**src/hdl/wss_pkg.sv**
```systemverilog
// Shared constants and types for the wildcard substring search block.
package wss_pkg;

    localparam int PAT_REG_BYTES = 16;
    localparam int LEN_W         = 5;
    localparam int CFG_IDX_W     = 2;
    localparam int CFG_DATA_W    = 64;
    localparam int TEXT_W        = 8;
    localparam int POS_W         = 16;
    localparam int S_TDATA_W     = 8;
    localparam int M_TDATA_W     = 24;

    localparam int              DEF_MAX_PATTERN = 16;
    localparam longint unsigned DEF_MAX_SUBJECT = 64'd65535;

    localparam logic [7:0] WILDCARD = 8'h2A;

    localparam logic [CFG_IDX_W-1:0] REG_PAT_LOW  = 2'd0;
    localparam logic [CFG_IDX_W-1:0] REG_PAT_HIGH = 2'd1;
    localparam logic [CFG_IDX_W-1:0] REG_PAT_LEN  = 2'd2;

    typedef struct packed {
        logic [PAT_REG_BYTES-1:0][7:0] bytes;
        logic [LEN_W-1:0]              len;
    } pattern_t;

endpackage

```
**src/hdl/wss_cfg.sv**
```systemverilog
// Pattern registers and effective pattern length.
module wss_cfg #(
    parameter int PAT = 16
) (
    input  logic                           aclk,
    input  logic                           aresetn,
    input  logic                           cfg_we,
    input  logic [wss_pkg::CFG_IDX_W-1:0]  cfg_addr,
    input  logic [wss_pkg::CFG_DATA_W-1:0] cfg_wdata,
    output wss_pkg::pattern_t              pattern
);
    import wss_pkg::*;

    logic [CFG_DATA_W-1:0] pat_low_reg;
    logic [CFG_DATA_W-1:0] pat_high_reg;
    logic [LEN_W-1:0]      pat_len_reg;
    logic [LEN_W-1:0]      eff_len_reg;
    logic [LEN_W-1:0]      eff_len_next;
    logic [LEN_W-1:0]      lim;
    logic [PAT_REG_BYTES-1:0][7:0] bytes;

    assign bytes = {pat_high_reg, pat_low_reg};

    always_ff @(posedge aclk) begin
        if (!aresetn) begin
            pat_low_reg  <= '0;
            pat_high_reg <= '0;
            pat_len_reg  <= '0;
            eff_len_reg  <= '0;
        end else begin
            eff_len_reg <= eff_len_next;
            if (cfg_we) begin
                case (cfg_addr)
                    REG_PAT_LOW:  pat_low_reg  <= cfg_wdata;
                    REG_PAT_HIGH: pat_high_reg <= cfg_wdata;
                    REG_PAT_LEN:  pat_len_reg  <= cfg_wdata[LEN_W-1:0];
                    default: ;
                endcase
            end
        end
    end

    // The pattern ends at its first zero byte within the length in use.
    always_comb begin
        lim = (pat_len_reg > LEN_W'(PAT)) ? LEN_W'(PAT) : pat_len_reg;
        eff_len_next = lim;
        for (int i = PAT_REG_BYTES - 1; i >= 0; i--) begin
            if ((LEN_W'(i) < lim) && (bytes[i] == 8'd0)) begin
                eff_len_next = LEN_W'(i);
            end
        end
    end

    assign pattern.bytes = bytes;
    assign pattern.len   = eff_len_reg;

endmodule

```
**src/hdl/wss_matcher.sv**
```systemverilog
// Parallel compare of the byte window that ends at the current byte with the pattern.
module wss_matcher #(
    parameter int PAT    = 16,
    parameter int HIST_D = 15,
    parameter int CNT_W  = 16
) (
    input  logic [wss_pkg::TEXT_W-1:0] text_byte,
    input  logic [HIST_D-1:0][7:0]     hist,
    input  logic [CNT_W-1:0]           count,
    input  wss_pkg::pattern_t          pattern,
    output logic                       hit
);
    import wss_pkg::*;

    localparam int KW    = (PAT > 1) ? $clog2(PAT) : 1;
    localparam int WIN   = 1 << KW;
    localparam int CMP_W = CNT_W + LEN_W + 1;

    logic [7:0]    win [WIN];
    logic [KW-1:0] idx;
    logic [7:0]    pb;
    logic          long_enough;

    always_comb begin
        for (int k = 0; k < WIN; k++) begin
            if (k == 0) begin
                win[k] = text_byte;
            end else if (k < PAT) begin
                win[k] = hist[k-1];
            end else begin
                win[k] = 8'd0;
            end
        end
    end

    assign long_enough = (CMP_W'(count) + CMP_W'(1)) >= CMP_W'(pattern.len);

    always_comb begin
        hit = long_enough && (pattern.len != '0);
        idx = '0;
        pb  = '0;
        for (int i = 0; i < PAT; i++) begin
            if (LEN_W'(i) < pattern.len) begin
                idx = KW'(pattern.len - LEN_W'(i) - LEN_W'(1));
                pb  = pattern.bytes[i];
                if ((pb != WILDCARD) && (pb != win[idx])) begin
                    hit = 1'b0;
                end
            end
        end
    end

endmodule

```
**src/hdl/wildcard_substring_search.sv**
```systemverilog
// Top level of the streaming wildcard substring search.
//
// The subject text enters one byte per transfer on the s_ channel; a zero
// byte ends the subject. Each subject gives exactly one result transfer on
// the m_ channel: found with the offset just past the leftmost match, or
// not-found with offset zero when the end byte comes first or the subject
// grows past MAX_SUBJECT bytes. Bytes after a reported match are dropped
// up to the end byte. The pattern (up to 16 bytes, 0x2A matches any byte)
// is to be loaded through the write port while the block is idle; the
// block does not enforce this. A byte is taken into an input register,
// compared there with the history window, and the result is registered
// to drive m_tvalid. One byte is taken every cycle unless a result waits
// on a low m_tready; the combinational window compare and the result
// register set that rate. If m_tready is low with a result waiting, the
// input register can still take a byte while empty, then s_tready drops
// until the result is taken. Reset clears the pattern, the history, the
// position count and any waiting result; s_tready is high out of reset.
module wildcard_substring_search #(
    parameter int              MAX_PATTERN = wss_pkg::DEF_MAX_PATTERN,
    parameter longint unsigned MAX_SUBJECT = wss_pkg::DEF_MAX_SUBJECT
) (
    input  logic                           aclk,
    input  logic                           aresetn,
    input  logic                           cfg_we,
    input  logic [wss_pkg::CFG_IDX_W-1:0]  cfg_addr,
    input  logic [wss_pkg::CFG_DATA_W-1:0] cfg_wdata,
    input  logic                           s_tvalid,
    output logic                           s_tready,
    input  logic [wss_pkg::S_TDATA_W-1:0]  s_tdata,   // [7:0] text_byte
    output logic                           m_tvalid,
    input  logic                           m_tready,
    output logic [wss_pkg::M_TDATA_W-1:0]  m_tdata    // [0] found, [16:1] end_position
);
    import wss_pkg::*;

    localparam int PAT    = (MAX_PATTERN < PAT_REG_BYTES) ? MAX_PATTERN : PAT_REG_BYTES;
    localparam int HIST_D = (PAT > 1) ? PAT - 1 : 1;
    localparam int CNT_W  = $clog2(MAX_SUBJECT + 64'd1);

    pattern_t pattern;

    logic              in_valid_reg;
    logic [TEXT_W-1:0] in_byte_reg;
    logic [HIST_D-1:0][7:0] hist_reg, hist_next;
    logic [CNT_W-1:0]  cnt_reg, cnt_next;
    logic              rep_reg, rep_next;
    logic              out_valid_reg;
    logic              out_found_reg;
    logic [POS_W-1:0]  out_pos_reg;
    logic              emit;
    logic              res_found;
    logic [POS_W-1:0]  res_pos;
    logic              advance;
    logic              proc;
    logic              hit;

    wss_cfg #(.PAT(PAT)) u_cfg (
        .aclk      (aclk),
        .aresetn   (aresetn),
        .cfg_we    (cfg_we),
        .cfg_addr  (cfg_addr),
        .cfg_wdata (cfg_wdata),
        .pattern   (pattern)
    );

    wss_matcher #(.PAT(PAT), .HIST_D(HIST_D), .CNT_W(CNT_W)) u_matcher (
        .text_byte (in_byte_reg),
        .hist      (hist_reg),
        .count     (cnt_reg),
        .pattern   (pattern),
        .hit       (hit)
    );

    assign advance  = !out_valid_reg || m_tready;
    assign proc     = in_valid_reg && advance;
    assign s_tready = advance || !in_valid_reg;

    always_comb begin
        hist_next = hist_reg;
        cnt_next  = cnt_reg;
        rep_next  = rep_reg;
        emit      = 1'b0;
        res_found = 1'b0;
        res_pos   = '0;
        if (in_byte_reg == '0) begin
            hist_next = '0;
            cnt_next  = '0;
            rep_next  = 1'b0;
            emit      = !rep_reg;
        end else if (rep_reg) begin
            emit = 1'b0;
        end else if (cnt_reg == CNT_W'(MAX_SUBJECT)) begin
            rep_next = 1'b1;
            emit     = 1'b1;
        end else if (pattern.len == '0) begin
            rep_next  = 1'b1;
            emit      = 1'b1;
            res_found = 1'b1;
            res_pos   = POS_W'(cnt_reg);
        end else begin
            for (int k = HIST_D - 1; k > 0; k--) begin
                hist_next[k] = hist_reg[k-1];
            end
            hist_next[0] = in_byte_reg;
            cnt_next     = cnt_reg + CNT_W'(1);
            if (hit) begin
                rep_next  = 1'b1;
                emit      = 1'b1;
                res_found = 1'b1;
                res_pos   = POS_W'(cnt_next);
            end
        end
    end

    always_ff @(posedge aclk) begin
        if (!aresetn) begin
            in_valid_reg  <= 1'b0;
            hist_reg      <= '0;
            cnt_reg       <= '0;
            rep_reg       <= 1'b0;
            out_valid_reg <= 1'b0;
        end else begin
            if (s_tready) begin
                in_valid_reg <= s_tvalid;
            end
            if (proc) begin
                hist_reg <= hist_next;
                cnt_reg  <= cnt_next;
                rep_reg  <= rep_next;
            end
            if (proc && emit) begin
                out_valid_reg <= 1'b1;
            end else if (m_tready) begin
                out_valid_reg <= 1'b0;
            end
        end
    end

    always_ff @(posedge aclk) begin
        if (s_tready && s_tvalid) begin
            in_byte_reg <= s_tdata[TEXT_W-1:0];
        end
        if (proc && emit) begin
            out_found_reg <= res_found;
            out_pos_reg   <= res_pos;
        end
    end

    assign m_tvalid = out_valid_reg;
    assign m_tdata  = {{(M_TDATA_W - POS_W - 1){1'b0}}, out_pos_reg, out_found_reg};

    // A not-found result always carries offset zero.
    assert property (@(posedge aclk) disable iff (!aresetn)
        m_tvalid |-> (m_tdata[0] || (m_tdata[16:1] == 16'd0)))
        else $error("not-found result with nonzero offset");

    // The position count never passes the subject limit.
    assert property (@(posedge aclk) disable iff (!aresetn)
        (64'(cnt_reg) <= 64'(MAX_SUBJECT)))
        else $error("position count beyond subject limit");

    // An end byte returns the subject state to its start.
    assert property (@(posedge aclk) disable iff (!aresetn)
        (proc && (in_byte_reg == '0)) |=> ((cnt_reg == '0) && !rep_reg))
        else $error("subject state not cleared at end byte");

    // A found result marks the subject as reported.
    assert property (@(posedge aclk) disable iff (!aresetn)
        (proc && emit && res_found) |=> rep_reg)
        else $error("match reported without setting report flag");

endmodule
```
**config.mk**
```make
export PLATFORM = sky130hd
export DESIGN_NAME = wildcard_substring_search
export DESIGN_NICKNAME = d
export VERILOG_FILES = /design/src/hdl/wss_pkg.sv /design/src/hdl/wss_cfg.sv /design/src/hdl/wss_matcher.sv /design/src/hdl/wildcard_substring_search.sv
export SDC_FILE = /design/constraint.sdc
export NUM_CORES = 1
export LEC_CHECK = 0
export BUFFER_PORTS_ARGS = -buffer_cell sky130_fd_sc_hd__buf_2
export CORE_MARGIN = 1
export CORE_UTILIZATION = 55
export CTS_BUF_LIST = sky130_fd_sc_hd__clkbuf_16
export DETAILED_ROUTE_END_ITERATION = 7
export GPL_TIMING_DRIVEN = 1
export PLACE_DENSITY_LB_ADDON = 0.05
export SLEW_MARGIN = 40
export SYNTH_ARGS = -nofsm -noshare
export SYNTH_HDL_FRONTEND = slang
export SYNTH_SLANG_ARGS = --single-unit
```
**constraint.sdc**
```tcl
create_clock -name aclk -period 12.65 [get_ports aclk]
set_clock_uncertainty 0.2 [all_clocks]
set_input_delay 2.53 -clock aclk [delete_from_list [all_inputs] [get_ports aclk]]
set_output_delay 2.53 -clock aclk [all_outputs]
set_load 0.02 [all_outputs]
```
* Yosys cells after proc, flatten, opt, wreduce, memory -nomap -nowiden
Index checks and enable logic that the tools add are counted.
** Cells by class
- Reduce and logical (&&, ||, !) cells :: 72
- Order comparisons :: 50
- Eq/ne operators :: 38
- Mux-type cells :: 115
- Bitwise operators :: 17
- Add/sub/neg operators :: 32
** Operator list (number)
- 8-bit binary-select mux with 4-bit select :: 16
- 120-bit 2-to-1 mux :: 4
- 8-bit 2-to-1 mux :: 32
- 8-bit logical NOT :: 17
- 8-bit by 6-bit != test with 1-bit output (second input constant) :: 16
- 8-bit != test :: 16
- 16-bit 2-to-1 mux :: 6
- 5-bit greater-or-equal comparator (second input constant) :: 16
- 4-bit by 5-bit < comparator with 1-bit output (first input constant) :: 16
- 4-bit inverter with 5-bit output :: 16
- 4-bit by 1-bit subtractor with 4-bit output (second input constant) :: 16
- 1-bit 2-to-1 mux :: 42
- 3-bit by 5-bit < comparator with 1-bit output (first input constant) :: 8
- 1-bit logical AND :: 36
- 4-bit 2-to-1 mux :: 8
- 4-bit subtractor (second input constant) :: 8
- 1-bit by 5-bit < comparator with 1-bit output (first input constant) :: 4
- 2-bit by 5-bit < comparator with 1-bit output (first input constant) :: 4
- 16-bit by 1-bit adder with 17-bit output (second input constant) :: 1
- 17-bit by 5-bit greater-or-equal comparator with 1-bit output :: 1
- 17-bit OR reduction :: 1
- 16-bit by 1-bit adder with 16-bit output (second input constant) :: 1
- 16-bit == test (second input constant) :: 1
- 4-bit by 3-bit subtractor with 4-bit output (second input constant) :: 4
- 22 further kinds :: 34
** Word-level totals
- Word-level logic and storage cells :: 354
- Input port bits :: 79
- Output and inout bits :: 26
- Bits in registers :: 302

* Longest topological paths before layout
- Depth after elaboration :: 46
- Gate-level depth with buffers :: 22
- Depth with buffers taken out :: 13

* Hierarchy
From an unflattened synthesis, not the netlist that was laid out.
** Unflattened totals
- Cell total of the unflattened synthesis :: 2423
- Area, all modules :: 23398.7 um2
** Modules (own cells, without submodules)
- wss_matcher :: cells an instance 1066, seq. area each 0.0 um2, times used 1, area each 11151.9 um2
- wildcard_substring_search :: cells an instance 669, seq. area each 3533.4 um2, times used 1, area each 6547.5 um2
- wss_cfg :: cells an instance 688, seq. area each 2762.6 um2, times used 1, area each 5699.2 um2

* Least setup slack after synthesis
OpenSTA, ideal clock, no wires.
- Path type :: reg2reg
- Start point :: register u_cfg.eff_len_reg[0]
- End point :: register out_found_reg, enable pin
- Path buffers :: 5
- Clock period less this slack :: 5.866 ns
- Data arrival time :: 5.273 ns
- Library setup time :: 0.392 ns
- Path slack :: 6.784 ns
- Data required time :: 12.058 ns
- Cell stages (with the launch flop) :: 19
- Cells stage by stage :: dfxtp_1 -> buf_6 -> clkinv_1 -> buf_2 -> buf_2 -> buf_1 -> ha_1 -> buf_2 -> mux2i_1 -> mux2_1 -> a222oi_1 -> xor2_1 -> or4_1 -> a2111oi_0 -> o22ai_1 -> nor4_2 -> nand3_1 -> a21oi_1 -> nor2b_1
** Between the ends
- Cells in the longest elaborated chain, start to end :: 45
- Elaborated cells between the ends (all ways) :: 184
- Those cells by class :: 30 x add/sub; 17 x order compare; 16 x eq/ne; 85 x mux; 16 x bitwise; 20 x reduce/logical
** RTL lines
- from (decl) :: line wss_cfg.sv:17 : logic [LEN_W-1:0] eff_len_reg;
- from (signal assigned) :: line wss_cfg.sv:31 : eff_len_reg <= eff_len_next;
- parallel branches: the longest is 40 deep, another holds 4-bit by 1-bit subtractor with 4-bit output
- 1-bit 2-to-1 mux * :: line wildcard_substring_search.sv:95 : end else if (pattern.len == '0) begin
- 1-bit 2-to-1 mux * :: line wildcard_substring_search.sv:92 : end else if (cnt_reg == CNT_W'(MAX_SUBJECT)) begin
- 1-bit 2-to-1 mux * :: line wildcard_substring_search.sv:90 : end else if (rep_reg) begin
- 1-bit 2-to-1 mux * :: line wildcard_substring_search.sv:85 : if (in_byte_reg == '0) begin
- 1-bit logical AND * :: line wildcard_substring_search.sv:143 : if (proc && emit) begin
- to (signal assigned) :: line wildcard_substring_search.sv:144 : out_found_reg <= res_found;
- to (decl) :: line wildcard_substring_search.sv:48 : logic out_found_reg;
Mark *: on every way between the ends. The select of a mux whose other input is x is not followed.
A chain may end at the register's enable or synchronous reset.

* Worst setup path in the final report
Ends and elaborated chain as after synthesis.

==> reports/metrics.cfg <==
[timing]
fmaxAchievable_mhz=151
setup_ws_ns=6.05
relSlewSlack=0.376
tightest_slew_ns=0.910
period_share=0.522
finalSetupViolCount=0
min_period_ns=6.60
finalHoldViolations=0
rsz0062_at_grt=no
setup_tns_ns=0
timing.final.max_slew_violations=0

[min_path]
min_path_type=flip-flop to flip-flop

[setup_path]
arrival_ns=6.63
worstSetupStartpointType=flip-flop
crit_required_ns=12.67
crit_type=flip-flop to flip-flop
end_kind=flip-flop
cp_max_fo=31

[detailed_routing]
route.detailed.drc=0
totalWireLength_um=81700
wl_per_cell_um=27.7
drt_iter0_drc=2018
via_per_inst=6.72
ant_nets=0
routed-via-count=19800
drtPass1Iterations=5

[clock_network]
cts_tree=built
cts-buffers-inserted=35
clk_path_buf_depth=3
clkLatencyLatePin_ns=0.55
cts-resized-gates=0
cts-root-buf=clkbuf_16
clk_pin_slew_ns=0.07
cts_max_level=2
clock_sinks=302
cts_setup_buffers=0
hold_buffers=0

[finish]
area_growth_pct=7.81
fillCellCount=3553
final_core_util=0.602
drive_gt1_frac=0.167
largest_register_ffs=120
diodes=0
fin_nets=2487

[power_and_ir_drop]
leakage_nw=8.29
peakVddDrop_mv=0.127
powerDensity_nw_per_um2=128

[global_route]
grtUsageTotal=0.384
grt_max_degree=119
grt_overflow_total=0
antenna_found_initial=0
grt_pass1_wl_um=120000
grt_pass1_vias=18300

[placed_design]
dp_hpwl_um=61700
routabilityCongestion=1.06
dp_slack_ns=6.07
io_buffers=97

[synthesis]
syn_inst=2417
ys_warn_count=0
synth_cell_type_count=82
synth_edf_count=25
ys_ff_latch=302
synth-async-reset-ratio=0
yosys_most_used_dff=dfxtp_1
syn_area_sq_um=22800
syn_area_per_cell_sq_um=9.45
synth-seq-area-share=0.276

[floorplanning]
initial_core_util=0.558
die_h_um=206
die_w_um=206
num_io_pins=105
core.rowCount=74
dieArea_sq_um=42400
core_area_sq_um=40900

[job]
maxCapViolCount=0

[status]
status=complete, no violations

-- cell usage after synthesis, drive strengths merged, types with 56 or more instances --
cell      n  area [sq um]
nand2   340          1280
mux2i   278          2800
dfxtp   277          5550
mux4    149          3360
a21boi  141          1060
xnor2   141          1280
nor2b   139           870
a22oi   124           931
buf     101           597
clkbuf  100           375
nand3    59           295
nor2     58           218
nor3     56           285
-- cell usage in the layout, fill, tap and decap left out, drive strengths merged, types with 6 or more instances in the layout --
| cell type | instances |
|---|---|
| nand4 | 25 |
| mux2 | 33 |
| clkbuf | 38 |
| inv | 29 |
| a21boi | 141 |
| a31oi | 10 |
| nand2 | 340 |
| nor2 | 58 |
| mux2i | 278 |
| nor3 | 56 |
| and3 | 8 |
| dfxtp | 277 |
| a21o | 9 |
| a22oi | 124 |
| conb | 7 |
| mux4 | 149 |
| a21oi | 38 |
| and2 | 8 |
| clkinv | 13 |
| edfxtp | 25 |
| nor3b | 7 |
| a211oi | 16 |
| buf | 134 |
| o21ai | 37 |
| nand2b | 6 |
| xor2 | 54 |
| or4 | 13 |
| nand3b | 6 |
| nor2b | 139 |
| a22o | 9 |
| o211ai | 10 |
| nand3 | 59 |
| xnor2 | 141 |
| nor4 | 24 |
| ha | 15 |
-- metrics by stage --
step	cell area [sq um]	total power, mW	hold slack [ns]	std cells
after CTS	24600	3.14	0.302	2945
after global placement	23400	2.13	0.285	2885
after detailed placement	23400	2.15	0.294	2885
after floorplan	22900	1.87	0.256	2423
final	24600	3.16	0.299	2948
after global routing	24600	3.26	0.313	2948
-- final timing paths --
path                         startpoint               endpoint  slack, ns  depth (start not counted)
setup / recovery   u_cfg.eff_len_reg[0]          out_found_reg       6.05                         16
hold / removal    u_cfg.pat_high_reg[7]  u_cfg.pat_high_reg[7]       0.30                          2
setup reg to reg   u_cfg.eff_len_reg[0]          out_found_reg       6.05                         16
hold reg to reg   u_cfg.pat_high_reg[7]  u_cfg.pat_high_reg[7]       0.30                          2
-- cell families (layout without fill, tap and decap cells) --
group | Yosys count | in the layout | share of synthesized area
compound gates | 452 | 452 | 0.143
xor+xnor | 195 | 195 | 0.0772
fa+ha+maj | 15 | 15 | 0.00821
buf+inv | 224 | 217 | 0.0463
flops | 302 | 302 | 0.276
mux | 460 | 460 | 0.286
other cells | 1 | 7 | 0.000164
simple gates | 768 | 768 | 0.164
-- power breakdown --
part           leakage (nW)  internal [mW]  total (mW)  switching [mW]
logic                  5.26          0.435        1.13           0.699
registers              2.47          0.995        1.04          0.0414
clock network         0.563          0.581       0.991           0.410
total                  8.29           2.01        3.16            1.15
-- metal layers --
layer | part of all wire | vias up | global-route usage
met2 | 0.43 | 962 | 0.567
met5 | 0 | - | 0
met3 | 0.097 | 166 | 0.0874
met1 | 0.41 | 9821 | 0.517
li1 | - | 8869 | -
met4 | 0.058 | 0 | 0.212
-- area by class of cell --
cell class              instances  area [sq um]  area share
multi-input cells            1897         15600       0.635
repair buffers                134           822      0.0334
clock inverters                22           156     0.00635
well taps                     532           666      0.0270
clock buffers                  38           951      0.0386
flip-flops and latches        302          6300       0.256
inverters                      23          86.3     0.00351
-- worst max-delay path, stage by stage, from the launching register on --
cell and delay [ns]:
dfxtp_4 0.35, inv_2 0.55, ha_4 0.50, buf_4 0.52, buf_12 0.27, mux2_2 0.41, mux2i_1 0.22, a211oi_1 0.12
xor2_1 0.19, or4_1 0.52, a2111oi_0 0.64, o22ai_1 0.19, nor4_2 0.63, nand3_1 0.25, a21oi_1 0.24, nor2b_1 0.15
buf_4 0.27
Note: power is estimated with default switching activity, not from simulation.
